### src/rtl/dnsax_pkg.sv
// types and constants shared by the dns answer extractor modules
package dnsax_pkg;

    typedef enum logic [1:0] {
        PH_HEADER  = 2'd0,
        PH_RECHEAD = 2'd1,
        PH_RDATA   = 2'd2,
        PH_IDLE    = 2'd3
    } phase_t;

    localparam logic [1:0] KIND_ADDR     = 2'd0;
    localparam logic [1:0] KIND_NOT_RESP = 2'd1;
    localparam logic [1:0] KIND_DONE     = 2'd2;

    localparam int DNS_HDR_LEN  = 12;
    localparam int QR_OFFSET    = 2;
    localparam int ANC_HI_OFFSET = 6;
    localparam int ANC_LO_OFFSET = 7;

    localparam logic [15:0] REC_HDR_LAST = 16'd11;
    localparam logic [15:0] REC_TYPE_HI  = 16'd2;
    localparam logic [15:0] REC_TYPE_LO  = 16'd3;
    localparam logic [15:0] REC_LEN_HI   = 16'd10;
    localparam logic [15:0] REC_LEN_LO   = 16'd11;
    localparam logic [15:0] ADDR_BYTES   = 16'd4;
    localparam logic [15:0] ADDR_LAST    = 16'd3;
    localparam logic [15:0] TYPE_A       = 16'd1;

    localparam logic [0:0] REG_QLEN = 1'b0;

    localparam int RES_Q_DEPTH = 4;
    localparam int RES_Q_AW    = 2;

    typedef struct packed {
        logic [1:0]  kind;
        logic [31:0] address;
        logic [15:0] answer_count;
        logic        run_last;
    } result_t;

    typedef struct packed {
        logic    v0;
        logic    v1;
        result_t r0;
        result_t r1;
    } push_t;

endpackage

### src/rtl/dns_answer_ipv4_extractor_top.sv
// top level of the dns answer ipv4 extractor
// a result beat enters the registered result queue when the byte that causes it is accepted
// throughput: one frame byte per cycle while in_ready is high; a byte that gives two results needs two output beats
// input ready drops only while the result queue cannot take two more results
// reset: rst_n asynchronous active low; parser returns to header phase at byte 0,
// question length clears to zero and the result queue empties
module dns_answer_ipv4_extractor_top #(
    parameter int HEADER_OFFSET = 42
) (
    input  logic        clk,
    input  logic        rst_n,
    // byte input channel
    input  logic        in_valid,
    output logic        in_ready,
    input  logic [7:0]  data_byte,
    input  logic        frame_last,
    // result channel
    output logic        out_valid,
    input  logic        out_ready,
    output logic [1:0]  kind,
    output logic [31:0] address,
    output logic [15:0] answer_count,
    output logic        run_last,
    // configuration port
    input  logic        psel,
    input  logic        penable,
    input  logic        pwrite,
    input  logic [2:0]  paddr,
    input  logic [31:0] pwdata,
    output logic [31:0] prdata,
    output logic        pready
);
    import dnsax_pkg::*;

    logic       room;
    logic       accept;
    logic [7:0] question_length;
    push_t      push;
    result_t    out_res;

    // a beat is taken whenever the queue has room for the worst case of two results
    assign in_ready = room;
    assign accept   = in_valid && in_ready;

    // question length register, read live by the parser on every byte
    dnsax_cfg u_cfg (
        .clk             (clk),
        .rst_n           (rst_n),
        .psel            (psel),
        .penable         (penable),
        .pwrite          (pwrite),
        .paddr           (paddr),
        .pwdata          (pwdata),
        .prdata          (prdata),
        .pready          (pready),
        .question_length (question_length)
    );

    // single-pass parse of each accepted byte; state updates at the accept edge
    dnsax_parser #(
        .HEADER_OFFSET (HEADER_OFFSET)
    ) u_parser (
        .clk             (clk),
        .rst_n           (rst_n),
        .accept          (accept),
        .data_byte       (data_byte),
        .frame_last      (frame_last),
        .question_length (question_length),
        .push            (push)
    );

    // registered result queue decouples the output side from the parser
    dnsax_res_queue u_queue (
        .clk       (clk),
        .rst_n     (rst_n),
        .push      (push),
        .room      (room),
        .out_valid (out_valid),
        .out_ready (out_ready),
        .out_res   (out_res)
    );

    assign kind         = out_res.kind;
    assign address      = out_res.address;
    assign answer_count = out_res.answer_count;
    assign run_last     = out_res.run_last;

endmodule

### src/rtl/dnsax_cfg.sv
// apb register block holding the question length
module dnsax_cfg (
    input  logic        clk,
    input  logic        rst_n,
    input  logic        psel,
    input  logic        penable,
    input  logic        pwrite,
    input  logic [2:0]  paddr,
    input  logic [31:0] pwdata,
    output logic [31:0] prdata,
    output logic        pready,
    output logic [7:0]  question_length
);
    import dnsax_pkg::*;

    logic [7:0] qlen_reg;
    logic       wr_en;

    assign pready = 1'b1;
    assign wr_en  = psel && penable && pwrite && (paddr[2] == REG_QLEN);

    always_ff @(posedge clk or negedge rst_n)
    begin
        if (!rst_n)
        begin
            qlen_reg <= 8'd0;
        end
        else if (wr_en)
        begin
            qlen_reg <= pwdata[7:0];
        end
    end

    always_comb
    begin
        prdata = 32'd0;
        if (paddr[2] == REG_QLEN)
        begin
            prdata = {24'd0, qlen_reg};
        end
    end

    assign question_length = qlen_reg;

endmodule

### src/rtl/dnsax_parser.sv
// per-byte frame parser: walks dns header and answer records
module dnsax_parser #(
    parameter int HEADER_OFFSET = 42
) (
    input  logic                clk,
    input  logic                rst_n,
    input  logic                accept,
    input  logic [7:0]          data_byte,
    input  logic                frame_last,
    input  logic [7:0]          question_length,
    output dnsax_pkg::push_t    push
);
    import dnsax_pkg::*;

    localparam logic [15:0] QR_POS     = 16'(HEADER_OFFSET + QR_OFFSET);
    localparam logic [15:0] ANC_HI_POS = 16'(HEADER_OFFSET + ANC_HI_OFFSET);
    localparam logic [15:0] ANC_LO_POS = 16'(HEADER_OFFSET + ANC_LO_OFFSET);
    localparam logic [16:0] ANS_BASE   = 17'(HEADER_OFFSET + DNS_HDR_LEN);

    phase_t      phase_reg, phase_next;
    logic [15:0] pos_reg, pos_next;
    logic        resp_reg, resp_next;
    logic [15:0] exp_reg, exp_next;
    logic [15:0] done_reg, done_next;
    logic [15:0] offs_reg, offs_next;
    logic [15:0] rtype_reg, rtype_next;
    logic [15:0] rdlen_reg, rdlen_next;
    logic [31:0] shift_reg, shift_next;

    logic [16:0] ans_start;
    logic [15:0] done_inc;
    logic        finish;
    logic        addr_hit;
    logic        resp_now;
    logic [15:0] exp_now;
    result_t     addr_res;
    result_t     end_res;

    assign ans_start = ANS_BASE + {9'd0, question_length};
    assign done_inc  = done_reg + 16'd1;

    always_comb
    begin
        phase_next = phase_reg;
        resp_next  = resp_reg;
        exp_next   = exp_reg;
        done_next  = done_reg;
        offs_next  = offs_reg;
        rtype_next = rtype_reg;
        rdlen_next = rdlen_reg;
        shift_next = shift_reg;
        finish     = 1'b0;
        addr_hit   = 1'b0;

        unique case (phase_reg)
            PH_HEADER:
            begin
                if (pos_reg == QR_POS)
                begin
                    resp_next = data_byte[7];
                    if (!data_byte[7])
                    begin
                        phase_next = PH_IDLE;
                    end
                end
                else if (pos_reg == ANC_HI_POS)
                begin
                    exp_next = {data_byte, 8'd0};
                end
                else if (pos_reg == ANC_LO_POS)
                begin
                    exp_next = {exp_reg[15:8], data_byte};
                end
                if ((phase_next == PH_HEADER) && (({1'b0, pos_reg} + 17'd1) >= ans_start))
                begin
                    offs_next  = 16'd0;
                    phase_next = (exp_next != 16'd0) ? PH_RECHEAD : PH_IDLE;
                end
            end
            PH_RECHEAD:
            begin
                priority case (offs_reg)
                    REC_TYPE_HI: rtype_next = {data_byte, 8'd0};
                    REC_TYPE_LO: rtype_next = {rtype_reg[15:8], data_byte};
                    REC_LEN_HI:  rdlen_next = {data_byte, 8'd0};
                    REC_LEN_LO:  rdlen_next = {rdlen_reg[15:8], data_byte};
                    default:     ;
                endcase
                if (offs_reg >= REC_HDR_LAST)
                begin
                    offs_next  = 16'd0;
                    shift_next = 32'd0;
                    if (rdlen_next == 16'd0)
                    begin
                        finish = 1'b1;
                    end
                    else
                    begin
                        phase_next = PH_RDATA;
                    end
                end
                else
                begin
                    offs_next = offs_reg + 16'd1;
                end
            end
            PH_RDATA:
            begin
                if (offs_reg < ADDR_BYTES)
                begin
                    shift_next = {shift_reg[23:0], data_byte};
                    addr_hit   = (offs_reg == ADDR_LAST) && (rtype_reg == TYPE_A)
                                 && (rdlen_reg >= ADDR_BYTES);
                end
                if (({1'b0, offs_reg} + 17'd1) >= {1'b0, rdlen_reg})
                begin
                    finish = 1'b1;
                end
                else
                begin
                    offs_next = offs_reg + 16'd1;
                end
            end
            PH_IDLE:
            begin
            end
            default:
            begin
            end
        endcase

        // record complete: count it and pick the next record or stop
        if (finish)
        begin
            done_next  = done_inc;
            offs_next  = 16'd0;
            phase_next = (done_inc >= exp_reg) ? PH_IDLE : PH_RECHEAD;
        end

        pos_next = (pos_reg != 16'hFFFF) ? (pos_reg + 16'd1) : pos_reg;

        // end result reports the frame as parsed through this byte
        resp_now = resp_next;
        exp_now  = exp_next;

        // end of frame returns all per-frame state to reset
        if (frame_last)
        begin
            phase_next = PH_HEADER;
            pos_next   = 16'd0;
            resp_next  = 1'b0;
            exp_next   = 16'd0;
            done_next  = 16'd0;
            offs_next  = 16'd0;
            rtype_next = 16'd0;
            rdlen_next = 16'd0;
            shift_next = 32'd0;
        end
    end

    always_comb
    begin
        addr_res.kind         = KIND_ADDR;
        addr_res.address      = {shift_reg[23:0], data_byte};
        addr_res.answer_count = 16'd0;
        addr_res.run_last     = !frame_last;

        end_res.kind          = resp_now ? KIND_DONE : KIND_NOT_RESP;
        end_res.address       = 32'd0;
        end_res.answer_count  = resp_now ? exp_now : 16'd0;
        end_res.run_last      = 1'b1;

        push.v0 = accept && (addr_hit || frame_last);
        push.r0 = addr_hit ? addr_res : end_res;
        push.v1 = accept && addr_hit && frame_last;
        push.r1 = end_res;
    end

    always_ff @(posedge clk or negedge rst_n)
    begin
        if (!rst_n)
        begin
            phase_reg <= PH_HEADER;
            pos_reg   <= 16'd0;
            resp_reg  <= 1'b0;
            exp_reg   <= 16'd0;
            done_reg  <= 16'd0;
            offs_reg  <= 16'd0;
            rtype_reg <= 16'd0;
            rdlen_reg <= 16'd0;
            shift_reg <= 32'd0;
        end
        else if (accept)
        begin
            phase_reg <= phase_next;
            pos_reg   <= pos_next;
            resp_reg  <= resp_next;
            exp_reg   <= exp_next;
            done_reg  <= done_next;
            offs_reg  <= offs_next;
            rtype_reg <= rtype_next;
            rdlen_reg <= rdlen_next;
            shift_reg <= shift_next;
        end
    end

endmodule

### src/rtl/dnsax_res_queue.sv
// small result queue taking up to two results per cycle
module dnsax_res_queue (
    input  logic                clk,
    input  logic                rst_n,
    input  dnsax_pkg::push_t    push,
    output logic                room,
    output logic                out_valid,
    input  logic                out_ready,
    output dnsax_pkg::result_t  out_res
);
    import dnsax_pkg::*;

    localparam logic [RES_Q_AW:0] ROOM_MAX = (RES_Q_AW + 1)'(RES_Q_DEPTH - 2);

    result_t              q_reg [RES_Q_DEPTH];
    logic [RES_Q_AW-1:0]  wr_ptr_reg, wr_ptr_next;
    logic [RES_Q_AW-1:0]  rd_ptr_reg, rd_ptr_next;
    logic [RES_Q_AW:0]    cnt_reg, cnt_next;
    logic [RES_Q_AW-1:0]  wr_ptr_second;
    logic                 pop;
    logic [RES_Q_AW:0]    n_push;

    assign pop           = out_valid && out_ready;
    assign n_push        = (RES_Q_AW + 1)'(push.v0) + (RES_Q_AW + 1)'(push.v1);
    assign wr_ptr_second = wr_ptr_reg + 1'b1;
    assign wr_ptr_next   = wr_ptr_reg + n_push[RES_Q_AW-1:0];
    assign rd_ptr_next   = rd_ptr_reg + RES_Q_AW'(pop);
    assign cnt_next      = cnt_reg + n_push - (RES_Q_AW + 1)'(pop);

    assign room      = (cnt_reg <= ROOM_MAX);
    assign out_valid = (cnt_reg != '0);
    assign out_res   = q_reg[rd_ptr_reg];

    always_ff @(posedge clk)
    begin
        if (push.v0)
        begin
            q_reg[wr_ptr_reg] <= push.r0;
        end
        if (push.v1)
        begin
            q_reg[wr_ptr_second] <= push.r1;
        end
    end

    always_ff @(posedge clk or negedge rst_n)
    begin
        if (!rst_n)
        begin
            wr_ptr_reg <= '0;
            rd_ptr_reg <= '0;
            cnt_reg    <= '0;
        end
        else
        begin
            wr_ptr_reg <= wr_ptr_next;
            rd_ptr_reg <= rd_ptr_next;
            cnt_reg    <= cnt_next;
        end
    end

endmodule

### config.mk
export PLATFORM = sky130hd
export DESIGN_NAME = dns_answer_ipv4_extractor_top
export DESIGN_NICKNAME = d
export VERILOG_FILES = /design/src/rtl/dnsax_pkg.sv /design/src/rtl/dns_answer_ipv4_extractor_top.sv /design/src/rtl/dnsax_cfg.sv /design/src/rtl/dnsax_parser.sv /design/src/rtl/dnsax_res_queue.sv
export SDC_FILE = /design/constraint.sdc
export NUM_CORES = 1
export LEC_CHECK = 0
export BUFFER_PORTS_ARGS = -buffer_cell sky130_fd_sc_hd__buf_2
export CAP_MARGIN = 5
export CELL_PAD_IN_SITES_DETAIL_PLACEMENT = 2
export CELL_PAD_IN_SITES_GLOBAL_PLACEMENT = 2
export CORE_UTILIZATION = 41
export DETAILED_ROUTE_END_ITERATION = 16
export GPL_ROUTABILITY_DRIVEN = 0
export GPL_TIMING_DRIVEN = 0
export PLACE_DENSITY = 0.92
export SYNTH_ARGS = -nofsm -noshare
export SYNTH_HDL_FRONTEND = slang
export SYNTH_SLANG_ARGS = --single-unit
### constraint.sdc
create_clock -name clk -period 12.04 [get_ports clk]
set_clock_uncertainty 0.2 [all_clocks]
set_input_delay 0.602 -clock clk [delete_from_list [all_inputs] [get_ports clk]]
set_output_delay 0.602 -clock clk [all_outputs]
set_load 0.02 [all_outputs]
== Word-level counts from Yosys, hierarchy flattened ==
Memories as Yosys holds them, arrays and structs flattened.
Index checks and enable logic that the tools add are counted.

* Flip-flop bits (word level): 138
* Latch bits: 0
* Memory bits (writable): 204
* Bits in read-only memories: 0
* Input port bits: 51
* Output and inout port bits: 86
* Word-level logic and storage cells: 142
* Memories: 1

* Add/subtract/negate cells: 12
* Multipliers: 0
* Div/mod/pow operators: 0
* Order comparisons: 7
* Equal/unequal tests: 18
* Shift-type cells: 0
* Multiplexer cells: 55
* Bitwise gates (word level): 1
* Reduce and logical (&&, ||, !) cells: 34

{| class="wikitable"
|+ Memories
! memory !! depth !! width !! rd ports !! clocked after memory_dff !! write ports !! line !! text
|-
| u_queue.q_reg || 4 || 51 || 1 || 0 || 2 || dnsax_res_queue.sv:15 || <nowiki>result_t q_reg [RES_Q_DEPTH];</nowiki>
|}

{| class="wikitable"
|+ Operators by type and width
! cell !! number
|-
| 16-bit two-way mux || 20
|-
| 24-bit two-way mux || 3
|-
| 16-bit one-hot mux with 2 select lines || 2
|-
| 51-bit two-way mux || 1
|-
| 16-bit by 1-bit adder with 16-bit output, second input constant || 3
|-
| 16-bit by 6-bit == test with 1-bit output, second input constant || 3
|-
| 16-bit one-hot mux with 3 select lines || 1
|-
| 24-bit one-hot mux with 2 select lines || 1
|-
| 16-bit by 1-bit adder with 17-bit output, second input constant || 2
|-
| 16-bit by 2-bit == test with 1-bit output, second input constant || 2
|-
| 16-bit by 4-bit == test with 1-bit output, second input constant || 2
|-
| 2-bit two-way mux || 11
|-
| 17-bit by 16-bit >= comparator with 1-bit output || 1
|-
| 17-bit >= comparator || 1
|-
| 16-bit by 1-bit == test with 1-bit output, second input constant || 1
|-
| 16-bit >= comparator || 1
|-
| 16-bit by 3-bit >= comparator with 1-bit output, second input constant || 1
|-
| 16-bit by 4-bit >= comparator with 1-bit output, second input constant || 1
|-
| 16-bit zero test || 1
|-
| 16-bit by 3-bit < comparator with 1-bit output, second input constant || 1
|-
| 8-bit two-way mux || 2
|-
| 16-bit inequality test, second input constant || 1
|-
| 4-bit AND reduction || 4
|-
| 16-bit nonzero test || 1
|-
| 28 further kinds || 60
|}

== Depth between registers and ports, before layout ==
* Word-level depth: 11
* Depth in mapped cells: 19
* Gate-level depth less buffers: 16

== Hierarchy ==
Synthesis repeated with hierarchy kept, for this count alone.

* Cells, all modules: 1583
* Area total of the unflattened synthesis: 19317.3 um2

{| class="wikitable"
|+ Modules (own cells, without submodules)
! module !! instances !! cells each !! area each (um2) !! seq. area each (um2)
|-
| dnsax_res_queue || 1 || 532 || 10181.0 || 6301.0
|-
| dnsax_parser || 1 || 998 || 8550.7 || 3078.0
|-
| dnsax_cfg || 1 || 52 || 579.3 || 200.2
|-
| dns_answer_ipv4_extractor_top || 1 || 1 || 6.3 || 0.0
|}

== Worst setup path before layout ==
OpenSTA, ideal clock, no wires.

* Kind: reg2reg
* Start point: register u_parser.offs_reg[12]
* End point: memory u_queue.q_reg[0][10] (netlist bit), enable pin
* Library setup time: 0.421 ns
* Data arrival time: 3.777 ns
* Required time: 11.419 ns
* Slack: 7.642 ns
* Cell stages (with the launch flop): 10
* Path buffers: 3
* Period minus slack after synthesis: 4.398 ns
* Cells stage by stage: dfrtp_1 -> buf_6 -> or4_4 -> buf_6 -> nor4b_4 -> nand2_2 -> nor4_2 -> buf_4 -> nand3_1 -> o21ai_0

{| class="wikitable"
|+ RTL lines
! item !! line !! text
|-
| from (decl) || dnsax_parser.sv:25 || <nowiki>logic [15:0] offs_reg, offs_next;</nowiki>
|-
| from (signal assigned) || dnsax_parser.sv:200 || <nowiki>offs_reg <= offs_next;</nowiki>
|-
| to (decl) || dnsax_res_queue.sv:15 ||
|}

== Worst setup path after layout ==
* Start point: register u_parser.offs_reg[2]
* End point: register u_parser.done_reg[1]

* Longest elaborated chain between the ends: 9
* Elaborated cells on any way between the ends: 14
* Those cells by class: 1 x add/sub; 2 x order compare; 2 x eq/ne; 6 x mux; 3 x reduce/logical

{| class="wikitable"
|+ RTL lines
! item !! line !! text
|-
| parallel branches: the longest is 6 deep, another holds 16-bit by 1-bit adder with 17-bit output || -- ||
|-
| 1-bit one-hot mux with 2 select lines (*) || dnsax_parser.sv:55 || <nowiki>unique case (phase_reg)</nowiki>
|-
| 2-bit nonzero test (no source line) (*) || -- ||
|-
| 2-bit AND reduction (no source line) (*) || -- ||
|-
| to (signal assigned) || dnsax_parser.sv:199 || <nowiki>done_reg <= done_next;</nowiki>
|-
| to (decl) || dnsax_parser.sv:24 || <nowiki>logic [15:0] done_reg, done_next;</nowiki>
|}

Mark *: on every way between the ends. The select of a mux whose other input is x is not followed.
A chain may end at the register's enable or synchronous reset.

==> summary.md <==
| Metric | Value |
|---|---|
| Combinational power share | 25.8% |
| Largest net degree at the start of global routing | 81 |
| Netlist area before placement | 0.0174 mm² |
| Antenna violations before repair | 2 |
| X dimension of the die | 208 µm |
| Largest fanout on the critical path | 10 |
| Number of flip-flops in the largest register | 204 |
| Endpoint arrival time on the critical path | 6.50 ns |
| Detailed-route via count | 16027 |
| Area inside the core boundary | 0.0419 mm² |
| CTS Root Cell | clkbuf_16 |
| Number of global-route vias before repair | 17925 |
| Leading cell types by count after synthesis | 364 x nor2_1, 161 x a21oi_1, 148 x nand2_1 |
| Die area | 0.0432 mm² |
| Design Power | 3.76 mW |
| Final hold viol count | 0 |
| Fraction of synthesized cell area taken by the top area cell type | 19.9% |
| Non-filler cells in the finished layout | 2556 |
| Postcts setup bufs | 0 |
| Number of instances in the synthesized netlist | 1835 |
| Overall track demand over capacity in global routing | 35.1% |
| Pint | 2.45 mW |
| Normalized max-slew margin | 20.2% |
| Hold path startpoint | pwdata[4] |
| Row count | 75 |
| Max cap viols | 0 |
| Placed instance area | 0.0186 mm² |
| Seq/Total Area, Yosys | 47.5% |
| DRC viols | 0 |
| Height of the chip | 208 µm |
| Num CTS Buffers | 40 |
| Crit path launch type | register |
| Clock Pin Slew Worst Setup and Hold Paths | 0.07 ns |
| DRT antenna net count | 0 |
| Critical Path RT | 12.37 ns |
| Total number of yosys warnings | 0 |
| Count of pins over their slew limit | 0 |
| Final critical delay including setup and external delays | 6.17 ns |
| Number of antenna cells inserted | 0 |
| PwrDens | 187 mW/mm² |
| Setup repair after global routing missed its margin | false |
| CTS H-Tree Depth | 2 |
| Startpoint of the most critical setup path | u_parser.offs_reg[2] |
| Count of cells resized by post-cts repair | 0 |
| Total of buffers placed on input and output ports | 82 |
| Crit share post-route | 51.2% |
| Drt via density | 6.27 |
| Number of detailed-route iterations in the first pass | 6 |
| Overall routed net length | 75200 µm |
| Register bit count reported by yosys | 342 |
| Clock Sinks | 342 |
| Violation count after the first detailed-routing iteration | 1494 |
| Worst Setup End Kind | register |
| Setup violation total in the final timing report | 0 |
| Number of cells after detailed placement | 2481 |
| CTS tree | done |
| Net switching power | 1.31 mW |
| Path type of the worst min-delay path | in2reg |
| First-pass GRT wire length | 115000 µm |
| Most common cell in the synthesized netlist | nor2_1 |
| Average cell area after synthesis | 9.47 µm² |
| Io pins | 137 |
| Worst setup path class | reg2reg |
| Leading cell types by total area after synthesis | dfrtp_1 20%, dfxtp_1 15%, edfxtp_1 12%, nor2_1 7.9%, mux4_2 6.6% |
| Number of different library cells in the post-synthesis netlist | 79 |
| Buffer levels on the longest clock path | 3 |
| Power share of the sequential group | 35.0% |
| Final design instance area without fill | 0.0201 mm² |
| Highest attainable clock frequency | 0.162 GHz |
| Peak supply drop | 0.138 mV |
| Result of the run | completed |
| Part of the total power dissipated in the clock network | 39.1% |
| Post-CTS Hold Buffers | 1 |
| Area delta synth->final | 15.9% |
| Total overflow reported by the global router | 0 |
| Leakage power total | 8.62 nW |
| Setup slack of the worst register-to-register path | 5.87 ns |
| Fraction of power spent switching nets | 34.9% |
| Worst Tran Pin Value | 1.20 ns |
| Cell type with the largest total area after synthesis | dfrtp_1 |
| Accumulated negative setup slack | 0 ns |
| Initial Util | 41.5% |
| Final routed wire length divided by cell count | 29.4 µm |
| Fill cell total of the finished layout | 4376 |
| Fraction of layout cells with a size suffix above 1 | 15.0% |
| Clock latency of the later-clocked register in the worst-skew pair | 0.60 ns |
| Number of enable-type register cells in the synthesized netlist | 72 |
| # nets final | 2094 |
| Estimated wirelength of the detail-placed design | 46700 µm |
| Fraction of the core area covered by cells at the end of the flow | 48.1% |
| Startpoint of the worst-slack reg-to-reg timing path | u_parser.offs_reg[2] |
| Primary FF master, synth | dfrtp_1 |
| Share of flip-flops with an asynchronous set or reset | 40.4% |
-- worst max-delay path, cell delays in order, from the launching register on --
cell,delay [ns]
dfrtp_1,0.39
clkbuf_1,0.49
nand3_1,0.23
nor3_1,0.43
and3_1,0.32
and3_1,0.18
clkbuf_1,0.25
nand3_1,0.15
xnor2_1,0.33
ha_1,0.36
nand4_1,0.13
nor4_1,0.09
o31a_1,0.35
a31oi_1,0.38
nand2_1,0.27
a221oi_2,0.69
nand2b_1,0.20
clkbuf_1,0.38
a22o_1,0.26
-- power by group through the flow --
stage | sequential (mW) | combinational, mW | clock (mW)
final | 1.32 | 0.971 | 1.47
after global routing | 1.32 | 1.02 | 1.51
after CTS | 1.31 | 0.948 | 1.47
after detailed placement | 1.33 | 0.904 | 0
after global placement | 1.31 | 0.836 | 0
after floorplan | 1.30 | 0.594 | 0
-- metal layers --
layer	vias up	GRT usage, %	wire length (µm)
li1	6706	-	-
met1	8275	40.3	28700
met2	766	61.8	38100
met3	278	5.40	3970
met4	2	20.8	4450
met5	-	0	12
-- area by class of cell --
cell class	count	area (µm²)	area share, %
Sequential cell	342	8260	41.0
Multi-Input combinational cell	1296	8190	40.6
Clock buffer	51	1160	5.74
Buffer	142	731	3.63
Tap cell	539	674	3.35
Timing Repair Buffer	85	465	2.31
Clock inverter	23	383	1.90
Inverter	78	293	1.45
-- cells in the final DEF (no fill, tap or decap), drive strengths merged, types with 10 or more instances in the layout --
master,netlist,final
a21o,11,11
a21oi,162,162
a22o,30,30
a31oi,18,18
and3,18,18
buf,67,151
bufinv,0,10
clkbuf,75,126
clkinv,0,12
conb,2,25
dfrtp,138,138
dfxtp,132,132
edfxtp,72,72
ha,57,57
inv,78,78
mux2,13,13
mux2i,16,16
mux4,51,51
nand2,150,150
nand3,53,53
nand4,17,17
nor2,366,366
nor3,29,29
nor4,20,20
o21a,10,10
o21ai,79,79
o22ai,18,18
xnor2,31,31
xor2,17,17
-- metrics by stage --
stage | hold WS, ns | setup WS (ns)
2_1_floorplan | 0.106 | 7.64
3_3_place_gp | 0.245 | 6.31
3_5_place_dp | 0.267 | 6.47
4_1_cts | 0.0278 | 6.08
5_1_grt | 0.0542 | 5.71
6_report | 0.0441 | 5.87
-- final timing paths --
kind / endpoint / cells past startpoint
worst max-delay path: u_parser.done_reg[1] / 18
worst min-delay path: u_cfg.question_length[4] / 2
worst max register to register: u_parser.done_reg[1] / 18
worst min register to register: u_queue.q_reg[3][36] / 2
max in group asynchronous: u_parser.done_reg[12] / 3
min in group asynchronous: u_parser.offs_reg[10] / 2
-- logic make-up (layout without fill, tap and decap cells) --
| logic type | after synthesis | after routing | share of synthesized area, % |
|---|---|---|---|
| AOI/OAI and AO/OA | 386 | 386 | 13.6 |
| xor gates and xnor gates | 48 | 48 | 2.42 |
| adders and majority gates | 58 | 58 | 4.22 |
| buffers and inverters | 220 | 379 | 5.89 |
| DFF | 342 | 342 | 47.5 |
| muxes | 80 | 80 | 8.37 |
| other | 2 | 25 | 0.0432 |
| and+or+nand+nor | 699 | 699 | 17.9 |
No activity file was read; power rests on OpenSTA's default activity.
